### src/rtl/gmcsr_pkg.sv
// shared types and constants for the maze grid to csr graph block
// no dependencies; used by every module of the block
package gmcsr_pkg;

   // fixed field widths
   localparam int unsigned VERTEX_W    = 20;
   localparam int unsigned EDGE_W      = 22;
   localparam int unsigned CSR_DATA_W  = 11;
   localparam int unsigned CSR_INDEX_W = 1;
   localparam int unsigned QUEUE_DEPTH = 4;

   // register indexes of the configuration port
   typedef enum logic [CSR_INDEX_W-1:0] {
      CSR_GRID_WIDTH  = 1'b0,
      CSR_GRID_HEIGHT = 1'b1
   } csr_index_type;

   // input item modes
   localparam logic MODE_CELL  = 1'b0;
   localparam logic MODE_DRAIN = 1'b1;

   // classified cell kinds as kept in the line buffer
   typedef enum logic [1:0] {
      KIND_BLOCKED = 2'd0,
      KIND_PASS    = 2'd1,
      KIND_START   = 2'd2,
      KIND_DEST    = 2'd3
   } kind_type;

   // work codes passed from the front to the back
   typedef enum logic [1:0] {
      OP_CELL  = 2'd0,
      OP_DRAIN = 2'd1,
      OP_FINAL = 2'd2
   } op_type;

   // one queued unit of work
   typedef struct packed {
      op_type               code;
      kind_type             kind;
      logic [VERTEX_W-1:0]  vertex;
      logic                 form;
      logic                 has_up;
      logic                 has_down;
   } work_type;

   // input item
   typedef struct packed {
      logic       mode;
      logic [7:0] cell_char;
   } req_type;

   // result item
   typedef struct packed {
      logic [VERTEX_W-1:0] vertex_number;
      logic [EDGE_W-1:0]   edge_start;
      logic [3:0]          neighbor_mask;
      logic [VERTEX_W-1:0] up_vertex;
      logic [VERTEX_W-1:0] down_vertex;
      logic [VERTEX_W-1:0] left_vertex;
      logic [VERTEX_W-1:0] right_vertex;
      logic [1:0]          cell_role;
      logic                last_record;
   } rsp_type;

endpackage

### src/rtl/gmcsr_queue.sv
// short work queue between the front and the back
// depends on gmcsr_pkg for the work type and depth
module gmcsr_queue (
   input  logic                 clock,
   input  logic                 reset,
   input  logic                 push,
   input  gmcsr_pkg::work_type  push_data,
   input  logic                 pop,
   output logic                 full,
   output logic                 not_empty,
   output gmcsr_pkg::work_type  head
);

   localparam int unsigned DEPTH = gmcsr_pkg::QUEUE_DEPTH;
   localparam int unsigned PTR_W = $clog2(DEPTH);
   localparam int unsigned CNT_W = $clog2(DEPTH + 1);

   gmcsr_pkg::work_type q_ff [DEPTH];
   logic [PTR_W-1:0]    wr_ff, wr_in;
   logic [PTR_W-1:0]    rd_ff, rd_in;
   logic [CNT_W-1:0]    cnt_ff, cnt_in;

   // pointer and fill level update
   always_comb begin
      full      = cnt_ff == CNT_W'(DEPTH);
      not_empty = cnt_ff != '0;
      head      = q_ff[rd_ff];
      wr_in     = push ? PTR_W'(wr_ff + PTR_W'(1)) : wr_ff;
      rd_in     = pop ? PTR_W'(rd_ff + PTR_W'(1)) : rd_ff;
      cnt_in    = cnt_ff;
      if (push && !pop) begin
         cnt_in = cnt_ff + CNT_W'(1);
      end else if (pop && !push) begin
         cnt_in = cnt_ff - CNT_W'(1);
      end
   end

   always_ff @(posedge clock) begin
      if (reset) begin
         wr_ff  <= '0;
         rd_ff  <= '0;
         cnt_ff <= '0;
      end else begin
         wr_ff  <= wr_in;
         rd_ff  <= rd_in;
         cnt_ff <= cnt_in;
      end
      if (push) begin
         q_ff[wr_ff] <= push_data;
      end
   end

`ifndef ASSERT_OFF
   // the front must hold off while the queue is full
   a_no_overflow: assert property (@(posedge clock) disable iff (reset)
      !(push && full))
      else $error("work pushed into a full queue");
`endif

endmodule

### config.mk
export PLATFORM = sky130hd
export DESIGN_NAME = gmcsr_queue
export DESIGN_NICKNAME = d
export VERILOG_FILES = /design/src/rtl/gmcsr_pkg.sv /design/src/rtl/gmcsr_queue.sv
export SDC_FILE = /design/constraint.sdc
export NUM_CORES = 1
export LEC_CHECK = 0
export ABC_AREA = 1
export ABC_CLOCK_PERIOD_IN_PS = 2100
export BUFFER_PORTS_ARGS = -buffer_cell sky130_fd_sc_hd__clkbuf_2
export CORE_ASPECT_RATIO = 0.8
export CORE_MARGIN = 2
export CORE_UTILIZATION = 55
export DETAILED_ROUTE_END_ITERATION = 10
export GPL_TIMING_DRIVEN = 0
export HOLD_SLACK_MARGIN = 0.12
export PLACE_DENSITY_LB_ADDON = 0.12
export RECOVER_POWER = 100
export SYNTH_ARGS = -nofsm -noshare
export SYNTH_HDL_FRONTEND = slang
export SYNTH_SLANG_ARGS = --single-unit
### constraint.sdc
create_clock -name clock -period 2.1 [get_ports clock]
set_input_delay 0.105 -clock clock [delete_from_list [all_inputs] [get_ports clock]]
set_output_delay 0.105 -clock clock [all_outputs]
set_load 0.03 [all_outputs]
# Yosys cells after proc, flatten, opt, wreduce, memory -nomap -nowiden
# Memories as Yosys holds them, arrays and structs flattened. A register that Yosys moved wholly into a read port is not among the register bits.
# Cells that the tools add are included.
[word_totals]
ramBits = 108
mem_count = 1
word_cells = 21
out_inout_bits = 29
inputBits = 31
ff_bits = 7
[classes]
n_addsub = 4
mux = 6
n_reduce_logical = 6
n_eq_ne = 1
[memory_table]
columns = ["memory", "words", "width", "read_ports", "rd_ports_with_merged_regs", "wr", "line", "text"]
rows = [
  ["q_ff", 4, 27, 1, 1, 1, "gmcsr_queue.sv:18", "gmcsr_pkg::work_type q_ff [DEPTH];"],
]
[ops]
columns = ["cell", "count"]
rows = [
  ["2-to-1 mux 3 bit", 2],
  ["adder 2 x 1 -> 2 bit, second input constant", 2],
  ["2-to-1 mux 2 bit", 2],
  ["adder 3 x 1 -> 3 bit, second input constant", 1],
  ["equality test 3 bit, second input constant", 1],
  ["nonzero test 3 bit", 1],
  ["subtractor 3 x 1 -> 3 bit, second input constant", 1],
  ["logical AND 1 bit", 2],
  ["zero test 1 bit", 2],
  ["2-to-1 mux 1 bit", 2],
  ["nonzero test 2 bit", 1],
]

# Depth between registers and ports, before layout
# Gate-level depths: netlist of the first run.
[depth]
depth_word = 4
ltp_mapped = 10
mapped_depth_nobuf = 10

# Worst setup path after synthesis of the first run
# Ideal clock, no wire load.
[synth_timing]
path_kind = "flip-flop to flip-flop"
start = "register wr_ff[0]"
end = "memory q_ff[2][0] (netlist bit), enable pin"
synth_period_minus_slack_ps = 1508
required_ps = 1718
setup_time_ps = 382
path_slack_ps = 592
path_buffers = 0
stages_incl_launch_ff = 5
arrival_ps = 1127
path_cell_list = "dfxtp_1 > inv_1 > ha_1 > nand2_1 > inv_1"
[synth_lines]
columns = ["item", "line", "text"]
rows = [
  ["start, declared", "gmcsr_queue.sv:19", "logic [PTR_W-1:0] wr_ff, wr_in;"],
  ["start signal, assigned", "gmcsr_queue.sv:44", "wr_ff <= wr_in;"],
  ["end, declared", "gmcsr_queue.sv:18", ""],
]
# No word-level cell before the write port.

==> qor.txt, run 1 <==
Synth Cell Area = 4500 sq um
Async S/R FF share, synth = 0%
first-pass GRT wire length = 14.1 mm
Tcrit/Tclk final = 92.9%
Fin. Hold Viols = 0
Worst EP required = 2.00 ns
Synth area leader = edfxtp_1
DRT iter0 DRCs = 165
final WL = 9.02 mm
setup_tns = 0 ns
H-tree depth = 4
Setup crit start kind = register
router iterations before antenna repair = 7
worst rel slew slack = 16.4%
CP Capture Type = primary output
clk slew on worst S/H paths = 0.05 ns
drt via density = 5.25
die width = 105 microns
Synth area leaders = edfxtp_1, nor2_1, dfxtp_1
most common cell in the netlist = edfxtp_1
final routed DRC violation total = 0
largest net degree at the start of global routing = 28
Peak VDD IR = 0.904 mV
port bufs = 59
Num CTS Buffers = 17
FMAX = 0.513 GHz
Root Buffer = clkbuf_8
Core ar. = 7950 sq um
critical path arrival = 1.84 ns
ANT cells = 0
vias = 2888
number of synthesis warnings = 0
status = finished clean
Clock Sinks = 117
Least-Margin Pin Slew = 1.25 ns
DP HPWL = 5.00 mm
Worst Reg2Reg Path Length in Cells = 4
power per cell area = 1050 nW/um^2
CTS Buffer Depth = 2
wire per inst = 16.4 microns
leakage power = 2.09 nW
Hold WC Path Type = primary input to register
RSZ-0062 raised after global routing = no
sequential-to-total area share from yosys stat = 76.1%
share of layout cells above drive strength 1 = 14.5%
GR Overflow Total = 0
Initial Utilization = 56.6%
Mapped Nets = 357
hold path cells = 2
CTS tree = done
GRT Total Usage = 21.5%
dominant synthesized flop cell = edfxtp_1
Unique masters post-synth = 21
Synth top cells by count = edfxtp_1, nor2_1, o21ai_0
Yosys top cell area share = 72.1%
number of flops mapped to enable cells by yosys = 108
antenna violations before repair = 0
Placer Congestion = 0.725
Layout Skew = 0.00519 ns
# Max-Cap Violations = 0
Final ANT Viol Nets = 0
DIE AREA = 8930 sq um
post-CTS setup buffer count = 0
vias in the first global route = 2833
Final min period = 1.95 ns
Crit Path Class = register to primary output
worst skew pair latency = 0.51 ns
synthesized instance count = 320
worst-path maximum fanout = 10
Core Util, Final = 72.4%
final net count = 466
Final Setup Violations = 0
Synth Area per Inst = 14.1 sq um
P&R area growth vs syn = 27.8%
# IOs = 60
#FFs+latches synth = 117
# rows = 29
max-slew violations = 0
die height = 84.9 microns
==> stage by stage <==
| step | power (W) | setup slack, ns | instances | cell area, sq um | hold slack (ns) |
|---|---|---|---|---|---|
| finish | 0.00607 | 0.150 | 550 | 5750 | 0.392 |
| global route | 0.00626 | 0.0574 | 550 | 5750 | 0.396 |
| CTS | 0.00610 | 0.102 | 550 | 5800 | 0.335 |
| detailed placement | 0.00338 | 0.125 | 487 | 4930 | 0.288 |
| global placement | 0.00337 | 0.141 | 487 | 4930 | 0.280 |
| floorplan | 0.00317 | 0.592 | 320 | 4500 | 0.177 |
==> cell families after synthesis <==
| logic type | Yosys count | share of synthesized area (%) |
|---|---|---|
| and+or+nand+nor | 74 | 6.28 |
| adders and majority gates | 6 | 1.83 |
| xor gates and xnor gates | 1 | 0.195 |
| buffers and inverters | 33 | 4.98 |
| DFF | 117 | 76.1 |
| AOI/OAI and AO/OA | 89 | 10.6 |
==> repair_timing <==
| item | 4_1_cts | 5_1_grt |
|---|---|---|
| gates resized for setup | 0 | 1 |
| setup endpoints to repair | 0 | 4 |
| hold endpoints to repair | 117 | 0 |
| hold buffers | 31 | 0 |
==> registers in the layout (all words and copies together), names as in the netlist, named ones only <==
| register | count |
|---|---|
| cnt_ff | 3 |
| rd_ff | 2 |
| q_ff | 108 |
| wr_ff | 2 |
==> cell usage in the layout, fill, tap and decap left out, types with 14 or more instances in the layout <==
master,Yosys,routed
edfxtp_1,108,108
nor2_1,61,61
clkbuf_1,0,45
o21ai_0,36,36
dlygate4sd3_1,0,31
o22ai_1,27,27
o21ai_1,23,23
clkbuf_2,0,22
clkbuf_16,0,16
inv_1,15,14
==> layer usage <==
layer / GRT usage [%] / vias up / routed length [microns]
met1: 28.1 / 1362 / 4040
met2: 32.9 / 111 / 4270
li1: - / 1397 / -
met5: 0 / - / 0
met3: 6.84 / 18 / 549
met4: 11.2 / 0 / 167
==> power by group <==
part           internal (W)  switching [W]  total, W
clock network       0.00177       0.000920   0.00269
registers           0.00266      0.0000330   0.00270
logic              0.000216       0.000465  0.000681
==> final cells by class <==
| type | instances | area [sq um] |
|---|---|---|
| Clock buffer | 26 | 478 |
| Clock inverter | 6 | 78.8 |
| Timing Repair Buffer | 90 | 557 |
| Fill cell | 547 | 2190 |
| Inverter | 17 | 80.1 |
| Multi-Input combinational cell | 170 | 853 |
| Sequential cell | 117 | 3420 |
| Buffer | 16 | 148 |
| Tap cell | 108 | 135 |
==> path summary, 6_finish.rpt <==
| path | startpoint | to | slack [ns] |
|---|---|---|---|
| min | push_data[18] | q_ff[0][18] | 0.39 |
| min reg2reg | rd_ff[1] | register | 0.46 |
| max reg2reg | wr_ff[0] | q_ff[2][2] | 0.21 |
| max | register | head[2] | 0.15 |
==> critical path, cell delays in order (launching register included) <==
cell and delay, ns:
dfxtp_1 0.32, buf_6 0.14, clkbuf_2 0.25, o21ai_0 0.13
o22ai_1 0.24, clkbuf_2 0.25
(Power assumes the default switching activity.)
==> inputs of run 2 (changes only) <==
--- a/config.mk
+++ b/config.mk
@@ -13,8 +13,7 @@
 export CORE_UTILIZATION = 55
 export DETAILED_ROUTE_END_ITERATION = 10
 export GPL_TIMING_DRIVEN = 0
-export HOLD_SLACK_MARGIN = 0.12
-export PLACE_DENSITY_LB_ADDON = 0.12
+export PLACE_DENSITY = 0.82
 export RECOVER_POWER = 100
 export SYNTH_ARGS = -nofsm -noshare
 export SYNTH_HDL_FRONTEND = slang
==> run 2 against run 1 <==
Compared with the run above: clock power up 3%; non-clock buffer count down 1; first-iteration DRC count up 11%; utilization up 0.14 points; die area unchanged; global-route usage up 1.2 points; clock skew up 0.0028 ns.
==> qor.txt, run 2 (synthesized netlist as in run 1, its figures left out) <==
status = finished clean
worst skew pair latency = 0.51 ns
Num CTS Buffers = 17
critical path arrival = 1.85 ns
Final Setup Violations = 0
Core ar. = 7950 sq um
Clock Sinks = 117
port bufs = 59
Setup crit start kind = register
drt via density = 5.35
final net count = 465
DRT iter0 DRCs = 183
RSZ-0062 raised after global routing = no
CP peak stage delay = 0.30 ns
Root Buffer = clkbuf_8
# Max-Cap Violations = 0
CP Capture Type = primary output
antenna violations before repair = 0
post-cts resize count = 0
Final ANT Viol Nets = 0
vias in the first global route = 3046
Min-Delay Startpoint = reset
most common cell after layout, fill and taps aside = edfxtp_1
Critical-path top delay cell = dfxtp_1
router iterations before antenna repair = 4
clk slew on worst S/H paths = 0.05 ns
CTS Buffer Depth = 2
Layout Skew = 0.00796 ns
final routed DRC violation total = 0
die width = 105 microns
Fin. Hold Viols = 0
ANT cells = 0
worst setup margin = 0.143 ns
R2R Path Start = wr_ff[0]
CTS tree = done
leakage power = 2.10 nW
fin area = 5760 sq um
Final min period = 1.96 ns
Hold WC Path Type = primary input to register
share of layout cells above drive strength 1 = 16.3%
CP dominant cell by count = clkbuf_2
vias = 2936
Worst EP required = 2.00 ns
max reg flops = 108
P&R area growth vs syn = 28.1%
DIE AREA = 8930 sq um
cts hold-fix bufs = 30
FMAX = 0.511 GHz
# IOs = 60
Initial Utilization = 56.6%
final WL = 9.51 mm
Power, Total = 0.00615 W
Reg with most FFs = q_ff
max-slew violations = 0
Least-Margin Pin Slew = 1.24 ns
GRT Total Usage = 22.8%
H-tree depth = 4
wire per inst = 17.3 microns
most frequent cells in the layout = edfxtp_1, nor2_1, o21ai_0
worst-path maximum fanout = 10
first-pass GRT wire length = 14.9 mm
Crit Path Class = register to primary output
power per cell area = 1070 nW/um^2
DP HPWL = 5.52 mm
Tcrit/Tclk final = 93.2%
Peak VDD IR = 0.972 mV
setup_tns = 0 ns
GR Overflow Total = 0
Placer Congestion = 0.726
largest net degree at the start of global routing = 28
worst rel slew slack = 17.4%
Post-Place Setup Slack = 0.130 ns
post-CTS setup buffer count = 0
# rows = 29
die height = 84.9 microns
CP cell instances = buf_6 > clkinv_4 > clkbuf_2 > o21ai_0 > o22ai_1 > clkbuf_2
placed cell areas = 4930 sq um
Largest regs = q_ff: 108 flops, cnt_ff: 3 flops
==> run 2: cell count changes in the layout (fill, tap and decap cells not counted), sizes merged <==
cell,before,now
clkbuf,88,79
clkinv,5,10
dlygate4sd3,31,30
bufinv,2,3
inv,15,16
clkinvlp,1,3
==> run 2: worst paths after layout <==
kind / depth (start not counted) / to / slack, ns
hold reg to reg: 1 / register / 0.45
hold / removal: 3 / cnt_ff[0] / 0.32
setup reg to reg: 4 / q_ff[0][9] / 0.15
setup / recovery: 6 / head[2] / 0.14
==> run 2: final cells by class <==
| cell class | count | area (sq um) |
|---|---|---|
| clock inverters | 15 | 164 |
| flip-flops and latches | 117 | 3420 |
| inverters | 17 | 76.3 |
| multi-input cells | 170 | 853 |
| fillers | 505 | 2180 |
| clock buffers | 17 | 414 |
| plain buffers | 16 | 148 |
| well taps | 108 | 135 |
| repair buffers | 89 | 551 |
==> run 2: critical path, delay by kind of cell, from the launching register on <==
family	cells	cell delay [ns]
compound gates	2	0.33
buf+inv	4	0.70
flops	1	0.30
==> run 2: where the power goes <==
group	internal (W)	total (W)	switching [W]
combinational	0.000212	0.000678	0.000466
sequential	0.00266	0.00270	0.0000357
clock	0.00179	0.00277	0.000986
total	0.00466	0.00615	0.00149
==> run 2: per-layer routing <==
metal  up-vias  GRT usage (%)  part of all wire, %  wire, microns
li1       1391              -                    -              -
met1      1425           28.5                   42           4030
met2       108           37.5                   50           4760
met3        12           6.30                  6.2            591
met4         0           10.5                  1.3            119
met5         -              0                    0              0
==> run 2: through the flow <==
step                      hold slack (ns)  utilization (%)  instances
after CTS                           0.304             73.1        549
after detailed placement            0.300             62.1        487
after global routing                0.329             72.5        549
final                               0.324             72.5        549
after global placement              0.283             62.1        487
after floorplan                     0.177                -        320
==> inputs of run 3 (changes only) <==
--- a/config.mk
+++ b/config.mk
@@ -10,10 +10,10 @@
 export BUFFER_PORTS_ARGS = -buffer_cell sky130_fd_sc_hd__clkbuf_2
 export CORE_ASPECT_RATIO = 0.8
 export CORE_MARGIN = 2
-export CORE_UTILIZATION = 55
+export CORE_UTILIZATION = 57
 export DETAILED_ROUTE_END_ITERATION = 10
 export GPL_TIMING_DRIVEN = 0
-export PLACE_DENSITY = 0.82
+export PLACE_DENSITY = 0.84
 export RECOVER_POWER = 100
 export SYNTH_ARGS = -nofsm -noshare
 export SYNTH_HDL_FRONTEND = slang
==> run 3 against run 2 <==
Compared with the run above: utilization increased by 2.7 points; via count increased by 1.0%; largest cell class unchanged; highest routed layer unchanged; critical endpoint is now head[9]; maximum frequency barely moved; sequential share of layout area is 1.0 points higher; critical path depth is 1 lower; non-clock buffer count stayed put.
==> qor.txt, run 3 (synthesized netlist as in run 1, its figures left out) <==
status = finished clean
Root Buffer = clkbuf_8
Fin. Hold Viols = 0
worst setup margin = 0.143 ns
post-cts resize count = 0
Layout Skew = 0.00698 ns
first-pass GRT wire length = 14.9 mm
DP HPWL = 5.45 mm
Placer Congestion = 0.748
share of layout cells above drive strength 1 = 13.7%
vias = 2966
post-CTS setup buffer count = 0
max reg flops = 108
router iterations before antenna repair = 5
Tcrit/Tclk final = 93.2%
final net count = 465
# IOs = 60
most common cell after layout, fill and taps aside = edfxtp_1
clk slew on worst S/H paths = 0.05 ns
largest net degree at the start of global routing = 28
Initial Utilization = 59.8%
P&R area growth vs syn = 26.0%
CTS tree = done
Post-Place Setup Slack = 0.159 ns
FMAX = 0.511 GHz
Layout Cells excl Fill = 543
worst skew pair latency = 0.52 ns
Cells after DPL = 484
worst rel slew slack = 20.0%
DIE AREA = 8630 sq um
Flop pwr share = 46.6%
leakage power = 2.06 nW
CP Capture Type = primary output
Clk pwr share = 41.6%
DRT iter0 DRCs = 275
most frequent cells in the layout = edfxtp_1, nor2_1, clkbuf_1
Clock Sinks = 117
Setup crit start kind = register
wire per inst = 17.7 microns
power per cell area = 1020 nW/um^2
Peak VDD IR = 0.665 mV
Worst EP required = 2.00 ns
GRT Total Usage = 24.2%
drt via density = 5.46
Switch Pwr = 0.00140 W
Largest regs = q_ff: 108 flops, cnt_ff: 3 flops
Cell Int Power = 0.00439 W
Num CTS Buffers = 17
# Max-Cap Violations = 0
die height = 83.5 microns
Final min period = 1.96 ns
Final Setup Violations = 0
critical path arrival = 1.85 ns
final WL = 9.61 mm
H-tree depth = 4
ANT cells = 0
Core ar. = 7530 sq um
Fillers = 462
Reg with most FFs = q_ff
Final ANT Viol Nets = 0
port bufs = 59
final routed DRC violation total = 0
Sw Ratio = 24.2%
die width = 103 microns
RSZ-0062 raised after global routing = no
worst-path maximum fanout = 10
cts hold-fix bufs = 30
Hold WC Path Type = primary input to register
Crit Path Class = register to primary output
GR Overflow Total = 0
Least-Margin Pin Slew = 1.20 ns
# rows = 28
setup_tns = 0 ns
antenna violations before repair = 0
max-slew violations = 0
vias in the first global route = 3147
CTS Buffer Depth = 2
combinational cell fraction of total power = 11.8%
run 3: metrics by stage:
| step | util (%) | cell area, sq um | hold slack, ns | total power, W |
|---|---|---|---|---|
| 3_3_place_gp | 65.4 | 4930 | 0.279 | 0.00336 |
| 5_1_grt | 75.3 | 5670 | 0.331 | 0.00599 |
| 6_report | 75.3 | 5670 | 0.323 | 0.00579 |
| 3_5_place_dp | 65.4 | 4930 | 0.299 | 0.00339 |
| 4_1_cts | 75.9 | 5720 | 0.292 | 0.00583 |
| 2_1_floorplan | - | 4500 | 0.177 | 0.00317 |
run 3: cell type report:
type                       instances  area [sq um]  area share (%)
inverter                          17          76.3            1.35
timing repair buffer              89           547            9.64
tap                              105           131            2.32
multi-input combinational        170           853            15.1
sequential                       117          3420            60.4
clock buffer                      20           425            7.50
clock inverter                     9          65.1            1.15
buffer                            16           148            2.60
run 3: critical path: stages (launching register included):
cell and delay (ns):
dfxtp_1 0.33, buf_6 0.14, clkbuf_2 0.24, o21ai_0 0.12, o22ai_1 0.18, clkbuf_1 0.33
run 3: power groups by stage:
stage	logic, W	registers, W	clock network [W]
3_5_place_dp	0.000648	0.00274	0
2_1_floorplan	0.000433	0.00273	0
6_report	0.000681	0.00270	0.00241
5_1_grt	0.000736	0.00271	0.00255
3_3_place_gp	0.000626	0.00274	0
4_1_cts	0.000699	0.00270	0.00243
run 3: worst paths after layout:
check             startpoint          end  slack [ns]  cells past startpoint
setup reg to reg    wr_ff[0]  q_ff[2][19]        0.18                      4
setup / recovery    register      head[9]        0.14                      5
hold / removal         reset    cnt_ff[0]        0.32                      3
hold reg to reg     rd_ff[1]     register        0.46                      1
run 3: metal layers:
layer / wire [microns] / global-route usage [%] / share of wire [%] / vias to the layer above
li1: - / - / - / 1392
met3: 707 / 8.46 / 7.4 / 16
met4: 147 / 12.6 / 1.5 / 0
met5: 0 / 0 / 0 / -
met1: 3770 / 27.6 / 39 / 1420
met2: 4990 / 39.8 / 52 / 138
