===== config.mk =====
export PLATFORM = sky130hd
export DESIGN_NAME = gmcsr_front
export DESIGN_NICKNAME = d
export VERILOG_FILES = /design/src/rtl/gmcsr_pkg.sv /design/src/rtl/gmcsr_front.sv
export SDC_FILE = /design/constraint.sdc
export NUM_CORES = 1
export LEC_CHECK = 0
export ABC_AREA = 1
export ABC_CLOCK_PERIOD_IN_PS = 4400
export BUFFER_PORTS_ARGS = -buffer_cell sky130_fd_sc_hd__buf_2
export CORE_AREA = 2 2 91 93
export DETAILED_ROUTE_END_ITERATION = 16
export DIE_AREA = 0 0 93 95
export GPL_ROUTABILITY_DRIVEN = 1
export GPL_TIMING_DRIVEN = 0
export PLACE_DENSITY = 0.76
export SETUP_SLACK_MARGIN = 0.05
export SLEW_MARGIN = 20
export SYNTH_ARGS = -nofsm -noshare
export SYNTH_HDL_FRONTEND = slang
export SYNTH_SLANG_ARGS = --single-unit

===== constraint.sdc =====
create_clock -name clock -period 4.4 [get_ports clock]
set_input_delay 0.44 -clock clock [delete_from_list [all_inputs] [get_ports clock]]
set_output_delay 0.44 -clock clock [all_outputs]
set_load 0.05 [all_outputs]

===== src/rtl/gmcsr_pkg.sv =====
// shared types and constants for the maze grid to csr graph block
// no dependencies; used by every module of the block
package gmcsr_pkg;

   // fixed field widths
   localparam int unsigned VERTEX_W    = 20;
   localparam int unsigned EDGE_W      = 22;
   localparam int unsigned CSR_DATA_W  = 11;
   localparam int unsigned CSR_INDEX_W = 1;
   localparam int unsigned QUEUE_DEPTH = 4;

   // register indexes of the configuration port
   typedef enum logic [CSR_INDEX_W-1:0] {
      CSR_GRID_WIDTH  = 1'b0,
      CSR_GRID_HEIGHT = 1'b1
   } csr_index_type;

   // input item modes
   localparam logic MODE_CELL  = 1'b0;
   localparam logic MODE_DRAIN = 1'b1;

   // classified cell kinds as kept in the line buffer
   typedef enum logic [1:0] {
      KIND_BLOCKED = 2'd0,
      KIND_PASS    = 2'd1,
      KIND_START   = 2'd2,
      KIND_DEST    = 2'd3
   } kind_type;

   // work codes passed from the front to the back
   typedef enum logic [1:0] {
      OP_CELL  = 2'd0,
      OP_DRAIN = 2'd1,
      OP_FINAL = 2'd2
   } op_type;

   // one queued unit of work
   typedef struct packed {
      op_type               code;
      kind_type             kind;
      logic [VERTEX_W-1:0]  vertex;
      logic                 form;
      logic                 has_up;
      logic                 has_down;
   } work_type;

   // input item
   typedef struct packed {
      logic       mode;
      logic [7:0] cell_char;
   } req_type;

   // result item
   typedef struct packed {
      logic [VERTEX_W-1:0] vertex_number;
      logic [EDGE_W-1:0]   edge_start;
      logic [3:0]          neighbor_mask;
      logic [VERTEX_W-1:0] up_vertex;
      logic [VERTEX_W-1:0] down_vertex;
      logic [VERTEX_W-1:0] left_vertex;
      logic [VERTEX_W-1:0] right_vertex;
      logic [1:0]          cell_role;
      logic                last_record;
   } rsp_type;

endpackage


===== src/rtl/gmcsr_front.sv =====
// front end: accepts maze items, classifies cells and tracks raster position
// depends on gmcsr_pkg; feeds gmcsr_queue
module gmcsr_front #(
   parameter int unsigned MAX_WIDTH  = 1024,
   parameter int unsigned MAX_HEIGHT = 1024
) (
   input  logic                  clock,
   input  logic                  reset,
   input  logic                  restart,
   input  logic [$clog2(MAX_WIDTH+1)-1:0]  grid_w,
   input  logic [$clog2(MAX_HEIGHT+1)-1:0] grid_h,
   input  logic                  req_valid,
   output logic                  req_stall,
   input  gmcsr_pkg::req_type    req_data,
   input  logic                  q_full,
   output logic                  push,
   output gmcsr_pkg::work_type   push_data
);

   localparam int unsigned WB = $clog2(MAX_WIDTH + 1);
   localparam int unsigned CB = $clog2(MAX_WIDTH);
   localparam int unsigned RB = $clog2(MAX_HEIGHT + 1);

   localparam logic [7:0] CHAR_WALL  = 8'h58;
   localparam logic [7:0] CHAR_OPEN  = 8'h2e;
   localparam logic [7:0] CHAR_START = 8'h53;
   localparam logic [7:0] CHAR_DEST  = 8'h45;

   logic [RB-1:0]                      row_ff, row_in;
   logic [CB-1:0]                      col_ff, col_in;
   logic [WB-1:0]                      drain_ff, drain_in;
   logic [gmcsr_pkg::VERTEX_W-1:0]     vcount_ff, vcount_in;
   logic                               accept;
   logic                               complete;
   logic                               last_col;
   gmcsr_pkg::kind_type                kind;

   // unknown characters count as walls
   function automatic gmcsr_pkg::kind_type classify(input logic [7:0] ch);
      gmcsr_pkg::kind_type k;
      case (ch)
         CHAR_WALL:  k = gmcsr_pkg::KIND_BLOCKED;
         CHAR_OPEN:  k = gmcsr_pkg::KIND_PASS;
         CHAR_START: k = gmcsr_pkg::KIND_START;
         CHAR_DEST:  k = gmcsr_pkg::KIND_DEST;
         default:    k = gmcsr_pkg::KIND_BLOCKED;
      endcase
      return k;
   endfunction

   // position tracking and work generation
   always_comb begin
      accept    = req_valid && !q_full;
      req_stall = q_full;
      complete  = row_ff >= grid_h;
      last_col  = (WB'(col_ff) + WB'(1)) == grid_w;
      kind      = classify(req_data.cell_char);

      row_in    = row_ff;
      col_in    = col_ff;
      drain_in  = drain_ff;
      vcount_in = vcount_ff;
      push      = 1'b0;

      push_data.code     = gmcsr_pkg::OP_CELL;
      push_data.kind     = kind;
      push_data.vertex   = vcount_ff;
      push_data.form     = row_ff != '0;
      push_data.has_up   = row_ff > RB'(1);
      push_data.has_down = 1'b1;

      if (accept) begin
         if (req_data.mode == gmcsr_pkg::MODE_CELL) begin
            if (!complete) begin
               push = 1'b1;
               if (kind != gmcsr_pkg::KIND_BLOCKED) begin
                  vcount_in = vcount_ff + gmcsr_pkg::VERTEX_W'(1);
               end
               if (last_col) begin
                  col_in = '0;
                  row_in = row_ff + RB'(1);
               end else begin
                  col_in = col_ff + CB'(1);
               end
            end
         end else if (complete) begin
            push               = 1'b1;
            push_data.kind     = gmcsr_pkg::KIND_BLOCKED;
            push_data.vertex   = '0;
            push_data.has_down = 1'b0;
            if (drain_ff < grid_w) begin
               // last row is formed without a row below
               push_data.code   = gmcsr_pkg::OP_DRAIN;
               push_data.form   = 1'b1;
               push_data.has_up = grid_h > RB'(1);
               drain_in         = drain_ff + WB'(1);
            end else begin
               // flush and start over for the next maze
               push_data.code   = gmcsr_pkg::OP_FINAL;
               push_data.form   = 1'b0;
               push_data.has_up = 1'b0;
               row_in           = '0;
               col_in           = '0;
               drain_in         = '0;
               vcount_in        = '0;
            end
         end
      end
   end

   // counters
   always_ff @(posedge clock) begin
      if (reset || restart) begin
         row_ff    <= '0;
         col_ff    <= '0;
         drain_ff  <= '0;
         vcount_ff <= '0;
      end else begin
         row_ff    <= row_in;
         col_ff    <= col_in;
         drain_ff  <= drain_in;
         vcount_ff <= vcount_in;
      end
   end

endmodule


### After elaboration in Yosys (flattened, before gate mapping)

Index checks and enable logic that the tools add are counted.

| storage, ports and cells | value |
|---|---|
| bits in registers | 52 |

| cells by class | value |
|---|---|
| $add $sub $neg | 5 |
| magnitude comparators | 4 |
| eq/ne operators | 7 |
| muxes and demuxes | 26 |
| reduce and logical (&&, ||, !) cells | 11 |

Operators by type and width:

| operator | count |
|---|---|
| 20-bit 2-to-1 mux | 5 |
| 27-bit 2-to-1 mux | 3 |
| 11-bit 2-to-1 mux | 6 |
| 10-bit 2-to-1 mux | 5 |
| 11-bit by 1-bit adder with 11-bit output, second input constant | 2 |
| 11-bit by 1-bit greater-than comparator with 1-bit output, second input constant | 2 |
| 20-bit by 1-bit adder with 20-bit output, second input constant | 1 |
| 8-bit by 7-bit equality test with 1-bit output, second input constant | 2 |
| 10-bit by 1-bit adder with 11-bit output, second input constant | 1 |
| 11-bit equality test | 1 |
| 11-bit >= comparator | 1 |
| 11-bit < comparator | 1 |
| 11-bit nonzero test | 1 |
| 10-bit by 1-bit adder with 10-bit output, second input constant | 1 |
| 5-bit AND reduction | 2 |
| 8-bit by 6-bit equality test with 1-bit output, second input constant | 1 |
| 2-bit one-hot mux with 3 select lines | 1 |
| 2-bit nonzero test | 3 |
| 1-bit 2-to-1 mux | 4 |
| 2-bit 2-to-1 mux | 2 |
| 2-bit inequality test, second input constant | 2 |
| 4-bit AND reduction | 1 |
| 3-bit AND reduction | 1 |
| 2-bit by 1-bit inequality test with 1-bit output, second input constant | 1 |
| 3 further kinds | 3 |

### Logic depth before layout (Yosys ltp)

Gate-level depths: netlist (run 1).

| logic depth | value |
|---|---|
| depth after elaboration | 6 |
| gate-level depth with buffers | 16 |
| gate-level depth less buffers | 16 |

### Worst setup path before layout (run 1)

No wires, ideal clock.

| timing | value |
|---|---|
| path type | in2out |
| from | input grid_h[10] |
| to | output push_data[1] (netlist bit) |
| arrival time | 3.179 ns |
| required time | 3.960 ns |
| setup slack | 0.781 ns |
| stages on the path | 13 |
| path buffers | 1 |
| path through | inv_1 -> ha_1 -> nand2_1 -> nor2_1 -> nand2_1 -> a21oi_1 -> nor2_1 -> nand2_1 -> nand2_1 -> buf_2 -> nor2_1 -> inv_1 -> o22ai_1 |

RTL lines:

| what | RTL line | RTL |
|---|---|---|
| start: declaration | gmcsr_front.sv:11 | `input logic [$clog2(MAX_HEIGHT+1)-1:0] grid_h,` |
| end: declaration | gmcsr_front.sv:17 | `output gmcsr_pkg::work_type push_data` |

### Final worst setup path (run 1)

| timing | value |
|---|---|
| from | register row_ff[6] |
| to | output push |

| between the ends | value |
|---|---|
| cells in the longest elaborated chain, start to end | 4 |
| elaborated cells on any way between the ends | 5 |
| classes of those cells | order compare (1); mux (4) |

RTL lines:

| what | RTL line | RTL |
|---|---|---|
| start: declaration | gmcsr_front.sv:29 | `logic [RB-1:0] row_ff, row_in;` |
| start signal: assignment | gmcsr_front.sv:119 | `row_ff <= row_in;` |
| 11-bit >= comparator * | gmcsr_front.sv:55 | `complete = row_ff >= grid_h;` |
| 1-bit 2-to-1 mux (on tied branches) | gmcsr_front.sv:74, gmcsr_front.sv:86 |  |
| 1-bit 2-to-1 mux * | gmcsr_front.sv:73 | `if (req_data.mode == gmcsr_pkg::MODE_CELL) begin` |
| 1-bit 2-to-1 mux * | gmcsr_front.sv:72 | `if (accept) begin` |
| end: declaration | gmcsr_front.sv:16 | `output logic push,` |

Every way passes the cells marked *; elsewhere a longest branch is shown, timed or not.

==> flow_summary.yaml, run 1 <==
run_status:
  status: "finished, final reports clean"
die:
  initial_core_util_pct: 53.30
  die-area_um2: 8835
  dieWidth_um: 93
  die_height_um: 95
  core-area_um2: 7928
  ios: 65
  row_count: 33
synthesis:
  yosysUniqueCellTypes: 32
  synth_area_leaders: "dfxtp_1 25%, nand2_1 14%, nor2_1 9.3%"
  synth_edf_count: 0
  synth.yosys.seq_area_share_pct: 24.64
  synthFlopType: "dfxtp_1"
  syn-cell-area_um2: 4225
  synth.avg_cell_area_um2: 6.168
  yosysWarnings: 0
  synth_top_cell_by_area: "dfxtp_1"
  synth_fp_nets: 750
  netlist_instances: 685
  async_flop_share_pct: 0
  yosys.area.top_type_share_pct: 24.64
  ys_seq_elements: 52
pwr:
  power_leakage_nw: 2.116
  finalPower_uw: 927.1
  power_density_nw_per_um2: 193.5
  peakVddDrop_mv: 0.1247
worst_hold_path:
  hold_class: "reg -> reg"
clock_network:
  cts_hold_buf: 0
  clock_latency_ps: 320
  htree_levels: 2
  clock_sinks: 52
  cts.repair.resized: 0
  cts_tree: "yes"
  post_cts_buffers: 0
  root_buffer: "clkbuf_8"
  path_clk_slew_ps: 110
  cts_buffers: 5
  clock_path_buffers: 2
global_routing:
  grt_max_degree: 18
  grt_pass1_vias: 4234
  grt_pass1_wl_um: 18850
  grt_usage_pct: 26.10
  grt-ovfl-total: 0
  antenna_found_initial: 0
sta:
  hold_viol: 0
  slew_violations: 0
  setup_slack_ps: 875.6
  finalSetupViolations: 0
  tns_ps: 0
  grt_setup_unrepaired: "no"
  post-route-period-util_pct: 80.10
  fin_worst_skew_ps: 10.14
  timing.fmax_mhz: 283.7
  period_needed_ps: 3524
  tightest_slew_ps: 704.3
  max-slew-margin-rel_pct: 52.55
placement:
  dpl.hpwl_um: 8769
  dp_slack_ps: 1103
  port_buffers: 64
  post_dp_cell_area_um2: 4677
  gp_congestion: 0.9226
  placedCellCount: 854
setup_path:
  endpoint_kind: "output pin"
  worstPathRequired_ps: 3960
  critPathKind: "reg -> out"
  worstPathArrival_ps: 3080
  path_max_fanout: 10
  startpoint_type: "flop"
drt:
  drtIter0Drc: 229
  final_antenna_net_count: 0
  drtPass1Iterations: 5
  wire_per_inst_um: 12.93
  routed_via_density: 5.348
  drc: 0
  vias: 4610
  wl_um: 11140
finish:
  antenna_cells: 0
  multi_input_area_um2: 2733
  fin_area_um2: 4792
  fin_nets: 821
  drive_above_1_share_pct: 12.55
  final.fill_count: 810
  seq_area_um2: 1041
  area_growth_pct: 13.41
  fin_cells: 862
job:
  cap_violations: 0
stage by stage:
stage	utilization, %	hold WS (ps)
after CTS	60.45	494.5
after global placement	59.00	469.8
after floorplan	-	454.4
after global routing	60.45	522.7
after detailed placement	59.00	480.1
final	60.45	489.7
placed cells by master (no fill, tap or decap), types with 22 or more instances in the layout:
cell type  count
inv_1         86
nand3_1       63
nor2_1       105
buf_2         68
xor2_1        22
nand4_1       30
dfxtp_1       52
nand2_1      155
ha_1          29
a21oi_1       48
state kept, by name, indices dropped and copies added, names as in the netlist:
signal	count
col_ff	10
row_ff	11
vcount_ff	20
drain_ff	11
synthesized netlist by cell type, types with 11 or more instances:
master    count
a21oi_1      48
nand2_1     155
nand3_1      63
nor3_1       18
inv_1        86
nand4_1      30
dfxtp_1      52
nor2_1      105
xor2_1       22
clkbuf_1     11
o21ai_0      16
ha_1         29
report_power, final:
| part | switching [mW] | internal (mW) |
|---|---|---|
| combinational | 0.0708 | 0.0362 |
| clock | 0.174 | 0.172 |
| sequential | 0.00260 | 0.472 |
| total | 0.247 | 0.680 |
final timing paths:
path                            slack (ps)  depth (start not counted)                   endpoint                       from
worst min register to register         490                          2  vcount_ff[5]$_SDFFE_PP0P_  vcount_ff[5]$_SDFFE_PP0P_
worst max-delay path                   880                         10                       push     row_ff[6]$_SDFFE_PP0P_
worst max register to register        1580                         12  vcount_ff[9]$_SDFFE_PP0P_     row_ff[6]$_SDFFE_PP0P_
worst min-delay path                   490                          2  vcount_ff[5]$_SDFFE_PP0P_  vcount_ff[5]$_SDFFE_PP0P_
final cells by class:
cell class / instances / area share (%)
Clock inverter: 3 / 0.9661
Buffer: 22 / 2.454
Timing Repair Buffer: 64 / 6.684
Inverter: 89 / 6.971
Multi-Input combinational cell: 522 / 57.02
Sequential cell: 52 / 21.72
Tap cell: 105 / 2.742
Clock buffer: 5 / 1.436
layer usage:
metal | global-route usage (%) | wire [µm]
met1 | 32.42 | 5066
met2 | 47.10 | 5345
met3 | 3.352 | 532
met4 | 7.966 | 198
met5 | 0 | 0
worst max-delay path, cell delays in order (launching register included):
cell,delay (ps)
dfxtp_1,470
ha_1,290
a21oi_1,170
o21ai_0,110
a21oi_1,250
nand2_1,170
ha_1,300
inv_1,30
nor2_1,220
clkbuf_1,410
buf_2,350
cells by family after synthesis:
kind of cell               synth area share, %
adders and majority gates                8.588
buffers and inverters                    10.69
AOI/OAI and AO/OA                        8.795
xor gates and xnor gates                 5.922
DFF                                      24.64
and+or+nand+nor                          41.37
No activity file was read; power rests on OpenSTA's default activity.
==> run 2: changes to the inputs <==
--- a/config.mk
+++ b/config.mk
@@ -5,12 +5,12 @@
 export SDC_FILE = /design/constraint.sdc
 export NUM_CORES = 1
 export LEC_CHECK = 0
-export ABC_AREA = 1
-export ABC_CLOCK_PERIOD_IN_PS = 4400
+export ABC_AREA = 0
+export ABC_CLOCK_PERIOD_IN_PS = 3400
 export BUFFER_PORTS_ARGS = -buffer_cell sky130_fd_sc_hd__buf_2
-export CORE_AREA = 2 2 91 93
+export CORE_AREA = 2 2 89 91
 export DETAILED_ROUTE_END_ITERATION = 16
-export DIE_AREA = 0 0 93 95
+export DIE_AREA = 0 0 91 93
 export GPL_ROUTABILITY_DRIVEN = 1
 export GPL_TIMING_DRIVEN = 0
 export PLACE_DENSITY = 0.76
==> constraint.sdc (replaced) <==
create_clock -name clock -period 3.4 [get_ports clock]
set_input_delay 0.34 -clock clock [delete_from_list [all_inputs] [get_ports clock]]
set_output_delay 0.34 -clock clock [all_outputs]
set_load 0.05 [all_outputs]
==> run 2 against run 1 <==
Effect of this change:
- cell area is 1.6% lower
- core utilization is 2.2 points higher
- sequential power is 28% higher
- combinational power is 15% higher
- critical path depth is 6 higher
- highest routed layer unchanged
- largest cell class unchanged
==> flow_summary.yaml, run 2 <==
drt:
  drtIter0Drc: 173
  routed_via_density: 5.873
  drc: 0
  wire_per_inst_um: 15.12
  final_antenna_net_count: 0
  wl_um: 10510
  drtPass1Iterations: 5
  vias: 4082
synthesis:
  synth.yosys.seq_area_share_pct: 26.20
  synthTopCellsByCount: "52 x dfxtp_1, 41 x a21oi_1, 39 x nand2_1"
  synth_fp_nets: 574
  synth_edf_count: 0
  synthFlopType: "dfxtp_1"
  yosysWarnings: 0
  syn-cell-area_um2: 3974
  yosys.area.top_type_share_pct: 26.20
  netlist_instances: 509
  ys_seq_elements: 52
  yosysMostFrequentCell: "dfxtp_1"
  synth_top_cell_by_area: "dfxtp_1"
  async_flop_share_pct: 0
  synth.avg_cell_area_um2: 7.807
  synth_area_leaders: "dfxtp_1 26%, ha_1 9.1%, a21oi_1 5.2%"
  yosysUniqueCellTypes: 72
clock_network:
  clock_sinks: 52
  root_buffer: "clkbuf_8"
  clock_path_buffers: 2
  path_clk_slew_ps: 100
  cts_buffers: 5
  cts_tree: "yes"
  clock_latency_ps: 320
  htree_levels: 2
sta:
  timing.fmax_mhz: 311.2
  fin_worst_skew_ps: 16.41
  max-slew-margin-rel_pct: 35.77
  slew_violations: 0
  setup_slack_ps: 186.1
  hold_viol: 0
  finalSetupViolations: 0
  post-route-period-util_pct: 94.53
  tightest_slew_ps: 963.5
  grt_setup_unrepaired: "yes"
  period_needed_ps: 3214
setup_path:
  reg2reg_depth: 16
  crit_chain: "inv_2 > ha_1 > nand2b_1 > a211o_1 > a21oi_4 > a22o_1 > buf_6 > inv_1 > ha_1 > or2b_4 > a311oi_4 > buf_6 > o2111ai_4 > buf_4 > o211ai_1 > o31ai_1"
  r2r_slack_ps: 190
  worst_r2r_startpoint: "row_ff[0]$_SDFFE_PP0P_"
  reg2reg_to: "row_ff[7]$_SDFFE_PP0P_"
  path_max_fanout: 4
  worstPathArrival_ps: 3420
  critPathKind: "reg -> reg"
  endpoint_kind: "flop"
  critical_path.max_stage_delay_ps: 370
  startpoint_type: "flop"
  cpMaxStageDelayCell: "dfxtp_4"
  worstPathRequired_ps: 3610
die:
  row_count: 32
  die-area_um2: 8463
  ios: 65
  dieWidth_um: 91
  initial_core_util_pct: 52.79
  die_height_um: 93
  core-area_um2: 7527
worst_hold_path:
  holdPathStages: 4
  worstHoldEndpoint: "row_ff[6]$_SDFFE_PP0P_"
  worstHoldStart: "reset"
  hold_class: "in -> reg"
finish:
  antenna_cells: 0
  layout_commonest_cell: "buf_2"
  final_cell_mix: "66 x buf_2, 50 x dfxtp_1, 39 x a21oi_1"
  area_growth_pct: 18.64
  utilization_pct: 62.63
  final.fill_count: 717
  largest_reg_flops: 20
  top_regs: "vcount_ff: 20 flops, drain_ff: 11 flops, row_ff: 11 flops"
  drive_above_1_share_pct: 22.43
  fin_nets: 657
  largest-register: "vcount_ff"
pwr:
  finalPower_mw: 1.111
  power_leakage_nw: 1.895
  peakVddDrop_mv: 0.1495
  power_density_nw_per_um2: 235.6
global_routing:
  grt_pass1_vias: 3959
  grt-ovfl-total: 0
  grt_pass1_wl_um: 17620
  grt_max_degree: 19
  grt_usage_pct: 24.96
  antenna_found_initial: 0
placement:
  dpl.hpwl_um: 7865
  dp_slack_ps: -502.2
  gp_congestion: 0.8705
  port_buffers: 64
job:
  cap_violations: 0
run_status:
  status: "finished, final reports clean"
run 2: stage by stage:
stage	hold slack, ps	area, µm²	setup TNS (ps)	instances
after detailed placement	477.1	4446	-12770	675
after global routing	402.3	4715	0	695
after floorplan	448.9	3998	0	509
after CTS	376.5	4656	0	691
after global placement	463.3	4446	-10060	675
final	408.4	4715	0	695
run 2: final cells by class:
class	count	area, µm²	area share, %
Clock inverter	3	27.53	0.5839
Tap cell	102	127.6	2.707
Inverter	36	135.1	2.866
Clock buffer	5	68.82	1.460
Sequential cell	52	1046	22.19
Buffer	19	145.1	3.079
Multi-Input combinational cell	400	2735	58.01
Timing Repair Buffer	78	429.2	9.103
run 2: power by group:
group          leakage, nW  total [mW]  internal, mW  switching, mW
logic                 1.43       0.123        0.0508         0.0720
clock network       0.0463       0.379         0.152          0.228
registers            0.420       0.609         0.608       0.000600
total                 1.90        1.11         0.810          0.300
run 2: how the worst max path moves through the flow:
stage	startpoint	endpoint	cells past startpoint
floorplan	row_ff[0]$_SDFFE_PP0P_	col_ff[3]$_SDFFE_PP0P_	14
global placement	row_ff[0]$_SDFFE_PP0P_	row_ff[10]$_SDFFE_PP0P_	15
detailed placement	row_ff[0]$_SDFFE_PP0P_	row_ff[4]$_SDFFE_PP0P_	15
CTS	row_ff[0]$_SDFFE_PP0P_	row_ff[7]$_SDFFE_PP0P_	15
global route	row_ff[0]$_SDFFE_PP0P_	vcount_ff[11]$_SDFFE_PP0P_	15
finish	row_ff[0]$_SDFFE_PP0P_	row_ff[7]$_SDFFE_PP0P_	16
run 2: repair_timing:
action / CTS / global route
pin swaps: 7 / 5
hold buffers: 0 / 0
buffers inserted: 8 / 6
setup endpoints to repair: 59 / 57
gates resized for setup: 15 / 11
run 2: logic make-up (layout without fill, tap and decap cells):
family	after synthesis	in the layout	share of synthesized area, %
adder cells (fa/ha/maj)	29	29	9.131
multiplexers	4	4	1.133
XOR/XNOR	24	24	5.290
buffers and inverters	57	141	6.832
AO/OA/AOI/OAI	128	128	21.69
flip-flops	52	52	26.20
AND/OR/NAND/NOR	215	215	29.72
run 2: layer usage:
| metal | GRT usage, % | share of wire [%] | vias up |
|---|---|---|---|
| li1 | - | - | 2023 |
| met1 | 31.54 | 47 | 1927 |
| met2 | 44.51 | 47 | 121 |
| met3 | 3.546 | 4.5 | 11 |
| met4 | 6.818 | 1.4 | 0 |
| met5 | 0 | 0 | - |
run 2: worst max-delay path, delay by kind of cell (launching register included):
family | cells | cell delay, ps
simple gates | 2 | 410
fa+ha+maj | 2 | 450
compound gates | 7 | 1330
flops | 1 | 370
buf+inv | 5 | 530
==> run 3: changes to the inputs <==
--- a/config.mk
+++ b/config.mk
@@ -6,11 +6,11 @@
 export NUM_CORES = 1
 export LEC_CHECK = 0
 export ABC_AREA = 0
-export ABC_CLOCK_PERIOD_IN_PS = 3400
+export ABC_CLOCK_PERIOD_IN_PS = 3700
 export BUFFER_PORTS_ARGS = -buffer_cell sky130_fd_sc_hd__buf_2
-export CORE_AREA = 2 2 89 91
+export CORE_AREA = 2 2 102 79
 export DETAILED_ROUTE_END_ITERATION = 16
-export DIE_AREA = 0 0 91 93
+export DIE_AREA = 0 0 104 81
 export GPL_ROUTABILITY_DRIVEN = 1
 export GPL_TIMING_DRIVEN = 0
 export PLACE_DENSITY = 0.76
==> constraint.sdc (replaced) <==
create_clock -name clock -period 3.7 [get_ports clock]
set_input_delay 0.37 -clock clock [delete_from_list [all_inputs] [get_ports clock]]
set_output_delay 0.37 -clock clock [all_outputs]
set_load 0.05 [all_outputs]
==> run 3 against run 2 <==
Effect of this change:
- sequential cell count unchanged
- routed wire length shrank 0.83%
- core utilization fell by 0.15 points
- final cell count grew 0.29%
- count of clock-buffer cells in the layout stayed put
- critical endpoint is now row_ff[8]$_SDFFE_PP0P_
- global-route usage is 0.11 points higher
- register-to-register slack about the same
- via count rose by 0.51%
- highest routed layer unchanged
- hold slack got worse by 28 ps
- worst setup slack barely moved
==> flow_summary.yaml, run 3 (same netlist as run 2, synthesis figures left out) <==
finish:
  fin_cells: 697
  top_regs: "vcount_ff: 20 flops, drain_ff: 11 flops, row_ff: 11 flops"
  fin_area_um2: 4728
  final_cell_mix: "67 x buf_2, 51 x dfxtp_1, 39 x a21oi_1"
  utilization_pct: 62.48
  fin_nets: 656
  drive_above_1_share_pct: 21.28
  area_growth_pct: 18.99
  antenna_cells: 0
  largest-register: "vcount_ff"
  layout_commonest_cell: "buf_2"
  largest_reg_flops: 20
worst_hold_path:
  worstHoldStart: "reset"
  holdPathStages: 4
  worstHoldEndpoint: "row_ff[6]$_SDFFE_PP0P_"
  hold_class: "in -> reg"
setup_path:
  reg2reg_depth: 15
  worst_r2r_startpoint: "row_ff[0]$_SDFFE_PP0P_"
  endpoint_kind: "flop"
  critPathBufInv: 4
  startpoint_type: "flop"
  reg2reg_to: "row_ff[8]$_SDFFE_PP0P_"
  worstPathRequired_ps: 3950
  cpLargestDelayFamily: "compound AO/OA/AOI/OAI gates"
  cpMaxStageDelayCell: "dfxtp_4"
  critical_path.max_stage_delay_ps: 380
  r2r_slack_ps: 190
  worstPathArrival_ps: 3760
  path_max_fanout: 6
  critPathKind: "reg -> reg"
  crit_chain: "inv_1 > ha_1 > nand2b_1 > a211o_1 > a21oi_4 > a22o_1 > buf_6 > inv_1 > ha_1 > or2b_4 > a311oi_4 > buf_6 > o2111ai_4 > or3_1 > a21boi_1"
clock_network:
  cts_hold_buf: 0
  cts_buffers: 5
  path_clk_slew_ps: 100
  root_buffer: "clkbuf_8"
  htree_levels: 2
  clock_path_buffers: 2
  clock_sinks: 52
  cts_tree: "yes"
  clock_latency_ps: 320
sta:
  hold_viol: 0
  timing.fmax_mhz: 284.6
  post-route-period-util_pct: 94.96
  fin_worst_skew_ps: 8.896
  max-slew-margin-rel_pct: 34.89
  setup_slack_ps: 186.6
  period_needed_ps: 3513
  slew_violations: 0
  grt_setup_unrepaired: "no"
  tightest_slew_ps: 976.6
  finalSetupViolations: 0
die:
  die_height_um: 81
  row_count: 28
  dieWidth_um: 104
  die-area_um2: 8424
  initial_core_util_pct: 52.51
  ios: 65
  core-area_um2: 7567
drt:
  routed_via_density: 5.887
  wire_per_inst_um: 14.95
  drtIter0Drc: 278
  drtPass1Iterations: 5
  final_antenna_net_count: 0
  drc: 0
  vias: 4103
  wl_um: 10420
run_status:
  status: "finished, final reports clean"
pwr:
  power_density_nw_per_um2: 243.9
  power_leakage_nw: 1.900
  finalPower_mw: 1.153
  peakVddDrop_mv: 0.1500
placement:
  port_buffers: 64
  placedCellCount: 678
  gp_congestion: 0.8881
  dp_slack_ps: -572.5
  dpl.hpwl_um: 7854
  post_dp_cell_area_um2: 4425
global_routing:
  grt-ovfl-total: 0
  grt_usage_pct: 25.07
  grt_pass1_wl_um: 17530
  antenna_found_initial: 0
  grt_pass1_vias: 3846
  grt_max_degree: 18
job:
  cap_violations: 0
run 3: changes by cell type in the layout (fill, tap and decap cells not counted), sizes merged:
cell / before / now
bufinv: 0 / 2
buf: 89 / 88
clkinv: 1 / 0
clkinvlp: 1 / 0
run 3: worst max-delay path by stage:
stage | from | end | slack [ps] | cells past startpoint
5_1_grt | row_ff[0]$_SDFFE_PP0P_ | row_ff[8]$_SDFFE_PP0P_ | 50 | 15
2_1_floorplan | row_ff[0]$_SDFFE_PP0P_ | push_data[2] | 170 | 9
3_3_place_gp | row_ff[0]$_SDFFE_PP0P_ | vcount_ff[15]$_SDFFE_PP0P_ | -410 | 15
4_1_cts | row_ff[0]$_SDFFE_PP0P_ | row_ff[8]$_SDFFE_PP0P_ | 50 | 15
6_report | row_ff[0]$_SDFFE_PP0P_ | row_ff[8]$_SDFFE_PP0P_ | 190 | 15
3_5_place_dp | row_ff[0]$_SDFFE_PP0P_ | vcount_ff[15]$_SDFFE_PP0P_ | -570 | 15
run 3: final cells by class:
class | instances | area (µm²)
plain buffers | 20 | 145.1
clock buffers | 5 | 68.82
clock inverters | 3 | 68.82
fillers | 705 | 2839
inverters | 36 | 135.1
multi-input cells | 400 | 2720
flip-flops and latches | 52 | 1045
well taps | 105 | 131.4
repair buffers | 76 | 414.1
run 3: per-layer routing:
metal  up-vias  global-route usage (%)  wire, µm
li1       2025                       -         -
met1      1925                   34.34      4954
met2       142                   42.30      4640
met3        11                   3.772       686
met4         0                   5.541       137
met5         -                       0         0
run 3: worst min-delay path, stage by stage:
cell      delay, ps
buf_2            80
nor2_1           50
o211ai_1         70
o21ai_0          80
run 3: timing repair:
action	in CTS	in global routing
setup buffers	5	7
pin swaps	4	6
setup endpoints to repair	56	55
gates resized for setup	13	11
run 3: where the power goes:
group / total (mW) / internal [mW] / switching [mW]
sequential: 0.559 / 0.559 / 0.000511
combinational: 0.113 / 0.0463 / 0.0666
clock: 0.481 / 0.272 / 0.209
total: 1.15 / 0.878 / 0.276
run 3: per-stage QoR:
step	TNS (ps)	hold slack [ps]
6_report	0	380.6
5_1_grt	0	448.7
4_1_cts	0	378.7
3_5_place_dp	-12830	486.1
3_3_place_gp	-9195	461.1
2_1_floorplan	0	448.9
